File: config.mk
export PLATFORM = sky130hd
export DESIGN_NAME = latency_histogram_percentile_unit
export DESIGN_NICKNAME = d
export VERILOG_FILES = /design/src/rtl/lhp_pkg.sv /design/src/rtl/lhp_bin_store.sv /design/src/rtl/lhp_bin_find.sv /design/src/rtl/latency_histogram_percentile_unit.sv
export VERILOG_INCLUDE_DIRS = /design/src /design/src/rtl
export SDC_FILE = /design/constraint.sdc
export NUM_CORES = 2
export LEC_CHECK = 0
export ABC_AREA = 1
export BUFFER_PORTS_ARGS = -buffer_cell sky130_fd_sc_hd__buf_4
export CAP_MARGIN = 25
export CORE_ASPECT_RATIO = 1.1
export CORE_MARGIN = 2
export CORE_UTILIZATION = 50
export CTS_BUF_LIST = sky130_fd_sc_hd__clkbuf_16
export CTS_CLUSTER_DIAMETER = 60
export CTS_CLUSTER_SIZE = 16
export DETAILED_ROUTE_END_ITERATION = 8
export GPL_TIMING_DRIVEN = 0
export MAX_ROUTING_LAYER = met4
export PLACE_DENSITY = 0.66
export RECOVER_POWER = 25
export SYNTH_ARGS = -nofsm -noshare
export SYNTH_HDL_FRONTEND = slang
export SYNTH_SLANG_ARGS = --single-unit
File: constraint.sdc
create_clock -name aclk -period 23.6 [get_ports aclk]
set_input_delay 1.18 -clock aclk [delete_from_list [all_inputs] [get_ports aclk]]
set_output_delay 1.18 -clock aclk [all_outputs]
set_load 0.01 [all_outputs]
File: src/rtl/latency_histogram_percentile_unit_defines.svh
// Assertion macros for the latency histogram percentile unit.
// Used by the top level only; no other dependencies.
`ifndef LATENCY_HISTOGRAM_PERCENTILE_UNIT_DEFINES_SVH
`define LATENCY_HISTOGRAM_PERCENTILE_UNIT_DEFINES_SVH

// Same-cycle implication, disabled while reset is asserted.
`define LHP_ASSERT_IMP(label, clk, rstn, ante, cons, msg) \
    label: assert property (@(posedge clk) disable iff (!rstn) (ante) |-> (cons)) \
        else $error(msg);

// Next-cycle implication, disabled while reset is asserted.
`define LHP_ASSERT_NXT(label, clk, rstn, ante, cons, msg) \
    label: assert property (@(posedge clk) disable iff (!rstn) (ante) |=> (cons)) \
        else $error(msg);

`endif

File: src/rtl/lhp_pkg.sv
// Shared constants, types and the bin bound table of the latency histogram unit.
// No dependencies; used by every module of the block.
`default_nettype none

package lhp_pkg;

    localparam int NUM_BINS    = 32;
    localparam int SAMPLE_BITS = 48;
    localparam int COUNT_BITS  = 32;

    localparam int BIN_BITS   = $clog2(NUM_BINS);
    localparam int SUM_BITS   = 64;
    localparam int CUM_BITS   = 64;
    localparam int FRAC_BITS  = 17;
    localparam int FRAC_SHIFT = 16;
    localparam int PROD_BITS  = COUNT_BITS + FRAC_BITS;

    // Field widths on the stream ports
    localparam int CMD_W   = 2;
    localparam int NS_W    = 48;
    localparam int BIN_W   = 5;
    localparam int TOTAL_W = 32;
    localparam int IN_W    = 72;
    localparam int OUT_W   = 248;

    typedef logic [SAMPLE_BITS-1:0] sample_t;
    typedef logic [COUNT_BITS-1:0]  count_t;
    typedef logic [CUM_BITS-1:0]    cum_t;
    typedef logic [SUM_BITS-1:0]    sum_t;
    typedef logic [BIN_BITS-1:0]    bin_idx_t;
    typedef logic [CMD_W-1:0]       cmd_t;

    localparam cmd_t CMD_RECORD = 2'd0;
    localparam cmd_t CMD_QUERY  = 2'd1;
    localparam cmd_t CMD_CLEAR  = 2'd2;

    localparam sample_t SAMPLE_MAX = '1;
    localparam count_t  COUNT_MAX  = '1;

    typedef enum logic [4:0] {
        ST_IDLE  = 5'b00001,
        ST_REC   = 5'b00010,
        ST_QTGT  = 5'b00100,
        ST_QWALK = 5'b01000,
        ST_RESP  = 5'b10000
    } state_t;

    // One access to the bin store per cycle, plus a bulk clear
    typedef struct packed {
        logic     rd_en;
        bin_idx_t rd_addr;
        logic     wr_en;
        bin_idx_t wr_addr;
        count_t   wr_data;
        logic     clear;
    } store_req_t;

    typedef sample_t bound_tbl_t [NUM_BINS];

    // Bound i is floor(1000 * 1.5^i), kept exact with a 64-bit integer part
    // and a 64-bit binary fraction; each step triples and halves.
    function automatic bound_tbl_t build_bounds();
        bound_tbl_t        tbl;
        logic [63:0]       q;
        logic [63:0]       f;
        logic [65:0]       f3;
        logic [63:0]       q3;
        logic [63:0]       smask;
        smask = {64{1'b1}} >> (64 - SAMPLE_BITS);
        q = 64'd1000;
        f = 64'd0;
        for (int i = 0; i < NUM_BINS; i++) begin
            tbl[i] = (q > smask) ? SAMPLE_MAX : sample_t'(q);
            f3 = {2'b00, f} + {1'b0, f, 1'b0};
            q3 = q * 64'd3 + 64'(f3[65:64]);
            f  = {q3[0], f3[63:1]};
            q  = q3 >> 1;
        end
        return tbl;
    endfunction

    localparam bound_tbl_t BIN_BOUND = build_bounds();

    // Saturate a port sample into the internal sample width
    function automatic sample_t clamp_sample(logic [NS_W-1:0] ns);
        logic [NS_W-1:0] hi;
        hi = ns >> SAMPLE_BITS;
        return (hi != '0) ? SAMPLE_MAX : sample_t'(ns);
    endfunction

endpackage

`default_nettype wire

File: src/rtl/lhp_bin_store.sv
// Bin count memory: one read and one write port, registered read data.
// Per-entry valid flags give the cleared value without a sweep. Uses lhp_pkg.
`default_nettype none

module lhp_bin_store (
    input  wire logic                aclk,
    input  wire logic                aresetn,
    input  wire lhp_pkg::store_req_t req,
    output lhp_pkg::count_t          rd_data
);

    lhp_pkg::count_t                  bin_mem [lhp_pkg::NUM_BINS];
    lhp_pkg::count_t                  rd_raw_reg;
    logic                             rd_valid_reg;
    logic [lhp_pkg::NUM_BINS-1:0]     valid_reg;

    always_ff @(posedge aclk) begin
        if (req.wr_en) begin
            bin_mem[req.wr_addr] <= req.wr_data;
        end
        if (req.rd_en) begin
            rd_raw_reg <= bin_mem[req.rd_addr];
        end
    end

    always_ff @(posedge aclk) begin
        if (!aresetn) begin
            valid_reg    <= '0;
            rd_valid_reg <= 1'b0;
        end else begin
            if (req.clear) begin
                valid_reg <= '0;
            end else if (req.wr_en) begin
                valid_reg[req.wr_addr] <= 1'b1;
            end
            if (req.rd_en) begin
                rd_valid_reg <= valid_reg[req.rd_addr];
            end
        end
    end

    // An entry never written since clear reads as zero
    assign rd_data = rd_valid_reg ? rd_raw_reg : '0;

endmodule

`default_nettype wire

File: src/rtl/lhp_bin_find.sv
// Bin lookup: first bin whose bound is at least the sample, else the last bin.
// Compares against the constant bound table in lhp_pkg.
`default_nettype none

module lhp_bin_find (
    input  wire lhp_pkg::sample_t ns,
    output lhp_pkg::bin_idx_t     bin
);

    always_comb begin
        bin = lhp_pkg::bin_idx_t'(lhp_pkg::NUM_BINS - 1);
        for (int i = lhp_pkg::NUM_BINS - 1; i >= 0; i--) begin
            if (lhp_pkg::BIN_BOUND[i] >= ns) begin
                bin = lhp_pkg::bin_idx_t'(i);
            end
        end
    end

endmodule

`default_nettype wire

File: src/rtl/latency_histogram_percentile_unit.sv
// Latency histogram monitor: record, percentile query and clear commands.
// Record looks up the bin and reads its count, then writes the count back; clear, the unused
// command and a query on an empty histogram finish on acceptance; any other query forms its
// target, then walks 1..32 bins, one bin per cycle through the single read port of the store.
// One transaction is in flight at a time; the result register frees the input side. A result
// the receiver holds off stalls the input once the next finishes, as long as the register is full.
// Reset (aresetn, synchronous, active low) empties bins and statistics at once.
`default_nettype none

module latency_histogram_percentile_unit (
    input  wire logic                         aclk,
    input  wire logic                         aresetn,
    // Command channel
    input  wire logic                         s_tvalid,
    output      logic                         s_tready,
    input  wire logic [lhp_pkg::IN_W-1:0]     s_tdata,  // sample_ns[47:0], pct_fraction[64:48]
    input  wire logic [lhp_pkg::CMD_W-1:0]    s_tuser,  // cmd[1:0]
    // Result channel
    output      logic                         m_tvalid,
    input  wire logic                         m_tready,
    output      logic [lhp_pkg::OUT_W-1:0]    m_tdata   // bin_index[4:0], pct_latency_ns[52:5],
                                                        // sample_total[84:53],
                                                        // min_latency_ns[132:85],
                                                        // max_latency_ns[180:133],
                                                        // sum_of_samples_ns[244:181]
);

`include "latency_histogram_percentile_unit_defines.svh"

    // ---------------------------------------------------------------
    // Registers
    // ---------------------------------------------------------------
    lhp_pkg::state_t                  state_reg, state_next;
    lhp_pkg::sample_t                 ns_reg, ns_next;
    lhp_pkg::bin_idx_t                bin_reg, bin_next;
    logic [lhp_pkg::PROD_BITS-1:0]    prod_reg, prod_next;
    lhp_pkg::cum_t                    target_reg, target_next;
    lhp_pkg::cum_t                    cum_reg, cum_next;
    lhp_pkg::bin_idx_t                walk_reg, walk_next;
    lhp_pkg::bin_idx_t                pend_bin_reg, pend_bin_next;
    lhp_pkg::sample_t                 pend_pct_reg, pend_pct_next;

    lhp_pkg::count_t                  count_reg, count_next;
    lhp_pkg::sum_t                    sum_reg, sum_next;
    lhp_pkg::sample_t                 min_reg, min_next;
    lhp_pkg::sample_t                 max_reg, max_next;

    logic                             m_tvalid_reg, m_tvalid_next;
    logic [lhp_pkg::OUT_W-1:0]        m_tdata_reg, m_tdata_next;

    // ---------------------------------------------------------------
    // Input decode
    // ---------------------------------------------------------------
    logic                             in_acc;
    lhp_pkg::cmd_t                    in_cmd;
    lhp_pkg::sample_t                 in_ns;
    logic [lhp_pkg::FRAC_BITS-1:0]    in_pct;
    lhp_pkg::bin_idx_t                in_bin;
    logic                             out_free;

    assign s_tready = (state_reg == lhp_pkg::ST_IDLE);
    assign in_acc   = s_tvalid && s_tready;
    assign in_cmd   = s_tuser;
    assign in_ns    = lhp_pkg::clamp_sample(s_tdata[lhp_pkg::NS_W-1:0]);
    assign in_pct   = s_tdata[lhp_pkg::NS_W +: lhp_pkg::FRAC_BITS];
    assign out_free = !m_tvalid_reg || m_tready;

    lhp_bin_find u_find (
        .ns  (in_ns),
        .bin (in_bin)
    );

    // ---------------------------------------------------------------
    // Bin store
    // ---------------------------------------------------------------
    lhp_pkg::store_req_t              store_req;
    lhp_pkg::count_t                  rd_data;

    lhp_bin_store u_store (
        .aclk    (aclk),
        .aresetn (aresetn),
        .req     (store_req),
        .rd_data (rd_data)
    );

    // ---------------------------------------------------------------
    // Datapath helpers
    // ---------------------------------------------------------------
    logic [lhp_pkg::CUM_BITS:0]       tgt_wide;
    lhp_pkg::cum_t                    tgt_sat;
    logic [lhp_pkg::CUM_BITS:0]       cum_wide;
    lhp_pkg::cum_t                    cum_sat;
    logic                             walk_hit;
    logic                             walk_last;
    logic [lhp_pkg::SUM_BITS:0]       sum_wide;
    lhp_pkg::count_t                  bin_inc;

    // target = floor(count * p / 2^16), saturated to 64 bits, at least 1
    assign tgt_wide  = (lhp_pkg::CUM_BITS + 1)'(
                           prod_reg[lhp_pkg::PROD_BITS-1:lhp_pkg::FRAC_SHIFT]);
    assign tgt_sat   = tgt_wide[lhp_pkg::CUM_BITS] ? '1 : tgt_wide[lhp_pkg::CUM_BITS-1:0];

    assign cum_wide  = {1'b0, cum_reg} + (lhp_pkg::CUM_BITS + 1)'(rd_data);
    assign cum_sat   = cum_wide[lhp_pkg::CUM_BITS] ? '1 : cum_wide[lhp_pkg::CUM_BITS-1:0];
    assign walk_hit  = (cum_sat >= target_reg);
    assign walk_last = (walk_reg == lhp_pkg::bin_idx_t'(lhp_pkg::NUM_BINS - 1));

    assign sum_wide  = {1'b0, sum_reg} + (lhp_pkg::SUM_BITS + 1)'(ns_reg);
    assign bin_inc   = (rd_data == lhp_pkg::COUNT_MAX) ? rd_data : rd_data + 1'b1;

    // ---------------------------------------------------------------
    // Control and statistics
    // ---------------------------------------------------------------
    logic                             fin;
    lhp_pkg::bin_idx_t                fin_bin;
    lhp_pkg::sample_t                 fin_pct;
    logic                             load_out;

    always_comb begin
        state_next    = state_reg;
        ns_next       = ns_reg;
        bin_next      = bin_reg;
        prod_next     = prod_reg;
        target_next   = target_reg;
        cum_next      = cum_reg;
        walk_next     = walk_reg;
        pend_bin_next = pend_bin_reg;
        pend_pct_next = pend_pct_reg;
        count_next    = count_reg;
        sum_next      = sum_reg;
        min_next      = min_reg;
        max_next      = max_reg;

        store_req     = '0;
        fin           = 1'b0;
        fin_bin       = '0;
        fin_pct       = '0;
        load_out      = 1'b0;

        case (state_reg)
            lhp_pkg::ST_IDLE: begin
                if (in_acc) begin
                    case (in_cmd)
                        lhp_pkg::CMD_RECORD: begin
                            // Look up the bin and start the count read
                            ns_next           = in_ns;
                            bin_next          = in_bin;
                            store_req.rd_en   = 1'b1;
                            store_req.rd_addr = in_bin;
                            state_next        = lhp_pkg::ST_REC;
                        end
                        lhp_pkg::CMD_QUERY: begin
                            if (count_reg == '0) begin
                                fin = 1'b1;
                            end else begin
                                prod_next  = lhp_pkg::PROD_BITS'(count_reg) *
                                             lhp_pkg::PROD_BITS'(in_pct);
                                state_next = lhp_pkg::ST_QTGT;
                            end
                        end
                        lhp_pkg::CMD_CLEAR: begin
                            store_req.clear = 1'b1;
                            count_next      = '0;
                            sum_next        = '0;
                            min_next        = lhp_pkg::SAMPLE_MAX;
                            max_next        = '0;
                            fin             = 1'b1;
                        end
                        default: begin
                            // Unused command: report statistics only
                            fin = 1'b1;
                        end
                    endcase
                end
            end

            lhp_pkg::ST_REC: begin
                // Write back the bumped count and fold the sample into the stats
                store_req.wr_en   = 1'b1;
                store_req.wr_addr = bin_reg;
                store_req.wr_data = bin_inc;
                if (count_reg != lhp_pkg::COUNT_MAX) begin
                    count_next = count_reg + 1'b1;
                end
                sum_next = sum_wide[lhp_pkg::SUM_BITS] ? '1 : sum_wide[lhp_pkg::SUM_BITS-1:0];
                if (ns_reg < min_reg) begin
                    min_next = ns_reg;
                end
                if (ns_reg > max_reg) begin
                    max_next = ns_reg;
                end
                fin     = 1'b1;
                fin_bin = bin_reg;
            end

            lhp_pkg::ST_QTGT: begin
                target_next       = (tgt_sat == '0) ? lhp_pkg::cum_t'(1) : tgt_sat;
                cum_next          = '0;
                walk_next         = '0;
                store_req.rd_en   = 1'b1;
                store_req.rd_addr = '0;
                state_next        = lhp_pkg::ST_QWALK;
            end

            lhp_pkg::ST_QWALK: begin
                // Accumulate one bin per cycle; stop at the first bin reaching target, or at the last bin
                if (walk_hit) begin
                    fin     = 1'b1;
                    fin_pct = lhp_pkg::BIN_BOUND[walk_reg];
                end else if (walk_last) begin
                    fin     = 1'b1;
                    fin_pct = max_reg;
                end else begin
                    cum_next          = cum_sat;
                    walk_next         = walk_reg + 1'b1;
                    store_req.rd_en   = 1'b1;
                    store_req.rd_addr = walk_reg + 1'b1;
                end
            end

            lhp_pkg::ST_RESP: begin
                // Hold the finished result until the output register frees up
                if (out_free) begin
                    load_out   = 1'b1;
                    state_next = lhp_pkg::ST_IDLE;
                end
            end

            default: begin
                state_next = lhp_pkg::ST_IDLE;
            end
        endcase

        if (fin) begin
            pend_bin_next = fin_bin;
            pend_pct_next = fin_pct;
            if (out_free) begin
                load_out   = 1'b1;
                state_next = lhp_pkg::ST_IDLE;
            end else begin
                state_next = lhp_pkg::ST_RESP;
            end
        end
    end

    // ---------------------------------------------------------------
    // Result register
    // ---------------------------------------------------------------
    lhp_pkg::bin_idx_t                res_bin;
    lhp_pkg::sample_t                 res_pct;
    lhp_pkg::sample_t                 res_min;

    assign res_bin = (state_reg == lhp_pkg::ST_RESP) ? pend_bin_reg : fin_bin;
    assign res_pct = (state_reg == lhp_pkg::ST_RESP) ? pend_pct_reg : fin_pct;
    assign res_min = (count_next != '0) ? min_next : '0;

    always_comb begin
        m_tvalid_next = m_tvalid_reg;
        m_tdata_next  = m_tdata_reg;
        if (load_out) begin
            m_tvalid_next = 1'b1;
            m_tdata_next  = {3'b000,
                             lhp_pkg::SUM_BITS'(sum_next),
                             lhp_pkg::NS_W'(max_next),
                             lhp_pkg::NS_W'(res_min),
                             lhp_pkg::TOTAL_W'(count_next),
                             lhp_pkg::NS_W'(res_pct),
                             lhp_pkg::BIN_W'(res_bin)};
        end else if (m_tready) begin
            m_tvalid_next = 1'b0;
        end
    end

    assign m_tvalid = m_tvalid_reg;
    assign m_tdata  = m_tdata_reg;

    // ---------------------------------------------------------------
    // Sequential
    // ---------------------------------------------------------------
    always_ff @(posedge aclk) begin
        if (!aresetn) begin
            state_reg    <= lhp_pkg::ST_IDLE;
            m_tvalid_reg <= 1'b0;
            count_reg    <= '0;
            sum_reg      <= '0;
            min_reg      <= lhp_pkg::SAMPLE_MAX;
            max_reg      <= '0;
        end else begin
            state_reg    <= state_next;
            m_tvalid_reg <= m_tvalid_next;
            count_reg    <= count_next;
            sum_reg      <= sum_next;
            min_reg      <= min_next;
            max_reg      <= max_next;
        end
    end

    always_ff @(posedge aclk) begin
        ns_reg       <= ns_next;
        bin_reg      <= bin_next;
        prod_reg     <= prod_next;
        target_reg   <= target_next;
        cum_reg      <= cum_next;
        walk_reg     <= walk_next;
        pend_bin_reg <= pend_bin_next;
        pend_pct_reg <= pend_pct_next;
        m_tdata_reg  <= m_tdata_next;
    end

    // ---------------------------------------------------------------
    // Assertions
    // ---------------------------------------------------------------
    logic [lhp_pkg::TOTAL_W-1:0]      chk_total;
    logic [lhp_pkg::NS_W-1:0]         chk_min;
    logic [lhp_pkg::NS_W-1:0]         chk_max;

    assign chk_total = m_tdata[84:53];
    assign chk_min   = m_tdata[132:85];
    assign chk_max   = m_tdata[180:133];

    // A record holds the input off for its write-back cycle
    `LHP_ASSERT_NXT(a_rec_busy, aclk, aresetn,
                    in_acc && (in_cmd == lhp_pkg::CMD_RECORD),
                    !s_tready, "accept during record write-back")

    // The sample count only falls on a clear
    `LHP_ASSERT_NXT(a_count_monotonic, aclk, aresetn,
                    !(in_acc && (in_cmd == lhp_pkg::CMD_CLEAR)),
                    count_reg >= $past(count_reg), "sample count dropped without clear")

    // A reported non-empty histogram has its minimum at or below its maximum
    `LHP_ASSERT_IMP(a_min_le_max, aclk, aresetn, m_tvalid && (chk_total != '0),
                    chk_min <= chk_max, "reported min above max")

endmodule

`default_nettype wire

==> qor.yml <==
finish:
  multiInputGateArea_mm2: 0.0404
  syn_to_final_growth_pct: 11.0
  fill_cells: 17900
  fin_nets: 11800
  seq_area_mm2: 0.0509
  final_common_cell: "nand2_1"
  drive_gt1_frac: 0.0569
  fin_area_mm2: 0.112
  layout_common_cells: "2094 x nand2_1, 1875 x inv_1, 1542 x edfxtp_1"
  largest_register_ffs: 1024
clock_network:
  insertion_delay_ns: 0.86
  cts.sinks: 1773
  cts_buffer_depth: 3
  h-tree-depth: 4
  holdBufCountCts: 0
  clk_pin_slew_worst_paths_ns: 0.08
  postCtsSetupBuffers: 0
  cts_tree: "done"
  root_buffer: "clkbuf_16"
  cts_resized: 0
  cts_buffers: 150
hold_path:
  min_path_type: "reg2reg"
  hold_depth: 2
synthesis:
  synth_area_mm2: 0.100
  synth_seq_area_share: 0.507
  synthArstFlopShare: 0
  yosys_warnings: 0
  ys.flop_type: "edfxtp_1"
  syn-instance-count: 10400
  ys_ff_latch: 1773
  avgSynthCellArea_um2: 9.66
  ys_types: 74
  synth_edf_count: 1542
grt:
  grt_max_degree: 59
  grtUsageTotal: 0.354
  grt_pass1_wl_mm: 513
  first_global_vias: 76700
  antenna_found_initial: 18
  grt-ovfl-total: 0
sta:
  hold_slack_ns: 0.471
  min_period_ns: 10.30
  fmax_mhz: 97.1
  setup_tns_ns: 0
  worst_pin_slew_ns: 3.09
  skew_ns: 0.0702
  rsz0062_at_grt: "no"
  hold_viol: 0
  finalSetupViolCount: 0
  fin_ws_ns: 13.30
  timing.final.crit_share: 0.437
  relSlewSlack: -1.07
  drv_slew: 475
detailed_routing:
  first_pass_iters: 9
  wl_per_cell_um: 25.9
  routed_wirelength_mm: 354
  drtIter0Drc: 9921
  vias: 79600
  viasPerCell: 5.82
  drcViolationCount: 0
  ant_nets: 0
die:
  coreArea_mm2: 0.200
  start_util: 0.503
  pin_count: 328
  die_w_um: 431
  dieArea_mm2: 0.205
  fp-row-count: 172
  dieHeight_um: 474
placement:
  hpwl_mm: 268
  gp_congestion: 0.989
  pre_cts_ws_ns: 13.47
  io_buffer_count: 317
  dpl-instance-area_mm2: 0.108
setup_path:
  max_stage_delay_ns: 0.54
  r2r-end: "u_store.rd_raw_reg[18]"
  path_max_fanout: 10
  end_kind: "flip-flop"
  start_kind: "flip-flop"
  worstSetupEndpoint: "u_store.rd_raw_reg[18]"
  cp-startpoint: "u_store.rd_valid_reg"
  cpMostUsedCell: "nand2_1"
  required_ns: 24.18
  slowest_stage: "buf_1"
  rr_worst_depth: 51
  r2r_start: "u_store.rd_valid_reg"
  arrival_ns: 10.88
  path_class: "reg2reg"
  rrSetupSlack_ns: 13.30
power:
  p_sw_mw: 1.66
  clockPowerShare: 0.381
  power_mw: 6.47
  switching_share: 0.257
  p_per_area_mw_per_mm2: 58.0
  p_int_mw: 4.81
  peakVddDrop_mv: 0.0667
  pwr-share-comb: 0.082
  seqPwrFrac: 0.536
  leakagePower_nw: 48.2
outcome:
  status: "finished with violations"
  violations: "capacitance limit, slew limit"
run:
  maxCapViolations: 26
## per-stage QoR
stage               cells   util
detailed placement  13400  0.543
global placement    13300  0.532
global route        13700  0.559
floorplan           10400      -
CTS                 13700  0.566
finish              13700  0.559
## synthesized netlist by cell type (all sizes together), types with 56 or more instances
cell,count,area share
nand3,465,0.023
or2,56,0.0035
ha,348,0.043
xor2,104,0.0091
a21oi,595,0.030
edfxtp,1542,0.46
nand4,70,0.0045
o21ai,556,0.028
o211ai,536,0.041
nor3,112,0.0057
nor2,534,0.020
buf,205,0.012
nand2,2111,0.079
clkbuf,321,0.012
dfxtp,231,0.046
inv,1863,0.070
fa,449,0.089
## logic make-up after synthesis
kind of cell / after synthesis / synth area share
other: 1 / 0.0000373
muxes: 19 / 0.00213
buffers and inverters: 2394 / 0.0937
xor gates and xnor gates: 147 / 0.0128
and+or+nand+nor: 3429 / 0.142
adders and majority gates: 797 / 0.133
DFF: 1773 / 0.507
AOI/OAI and AO/OA: 1839 / 0.110
## layout make-up
cell class | instances | area share
antenna | 17 | 0.000381
buffer | 526 | 0.0216
clock buffer | 155 | 0.0348
clock inverter | 89 | 0.00699
inverter | 1868 | 0.0629
multi-input combinational | 6234 | 0.362
sequential | 1773 | 0.456
tap | 2610 | 0.0293
timing repair buffer | 409 | 0.0260
## critical path, delay by kind of cell, from the launching register on
kind            cells  cell delay, ns
compound gates     16            2.38
fa+ha+maj           2            0.59
buf+inv            10            3.08
flops               1            0.51
simple gates       23            3.41
## power groups by stage
stage	sequential, mW	combinational, mW	clock, mW
after floorplan	3.57	0.272	0
after global placement	3.57	0.529	0
after detailed placement	3.54	0.552	0
after CTS	3.47	0.554	2.48
after global routing	3.47	0.565	2.59
final	3.47	0.533	2.47
## metal layers
metal	part of all wire	global-route usage	vias to the layer above	wire length, µm
li1	-	-	35600	-
met1	0.39	0.459	38700	138000
met2	0.46	0.545	4345	162000
met3	0.099	0.0603	902	35100
met4	0.055	0.163	0	19400
met5	0	-	-	0
## worst min-delay path by stage
stage	start	endpoint	slack [ns]
2_1_floorplan	u_store.valid_reg[10]	u_store.valid_reg[10]	0.43
3_3_place_gp	u_store.valid_reg[12]	u_store.valid_reg[12]	0.44
3_5_place_dp	u_store.valid_reg[3]	u_store.valid_reg[3]	0.46
4_1_cts	u_store.valid_reg[3]	u_store.valid_reg[3]	0.47
5_1_grt	u_store.valid_reg[2]	u_store.valid_reg[2]	0.49
6_report	u_store.valid_reg[4]	u_store.valid_reg[4]	0.47
(Power assumes the default switching activity.)
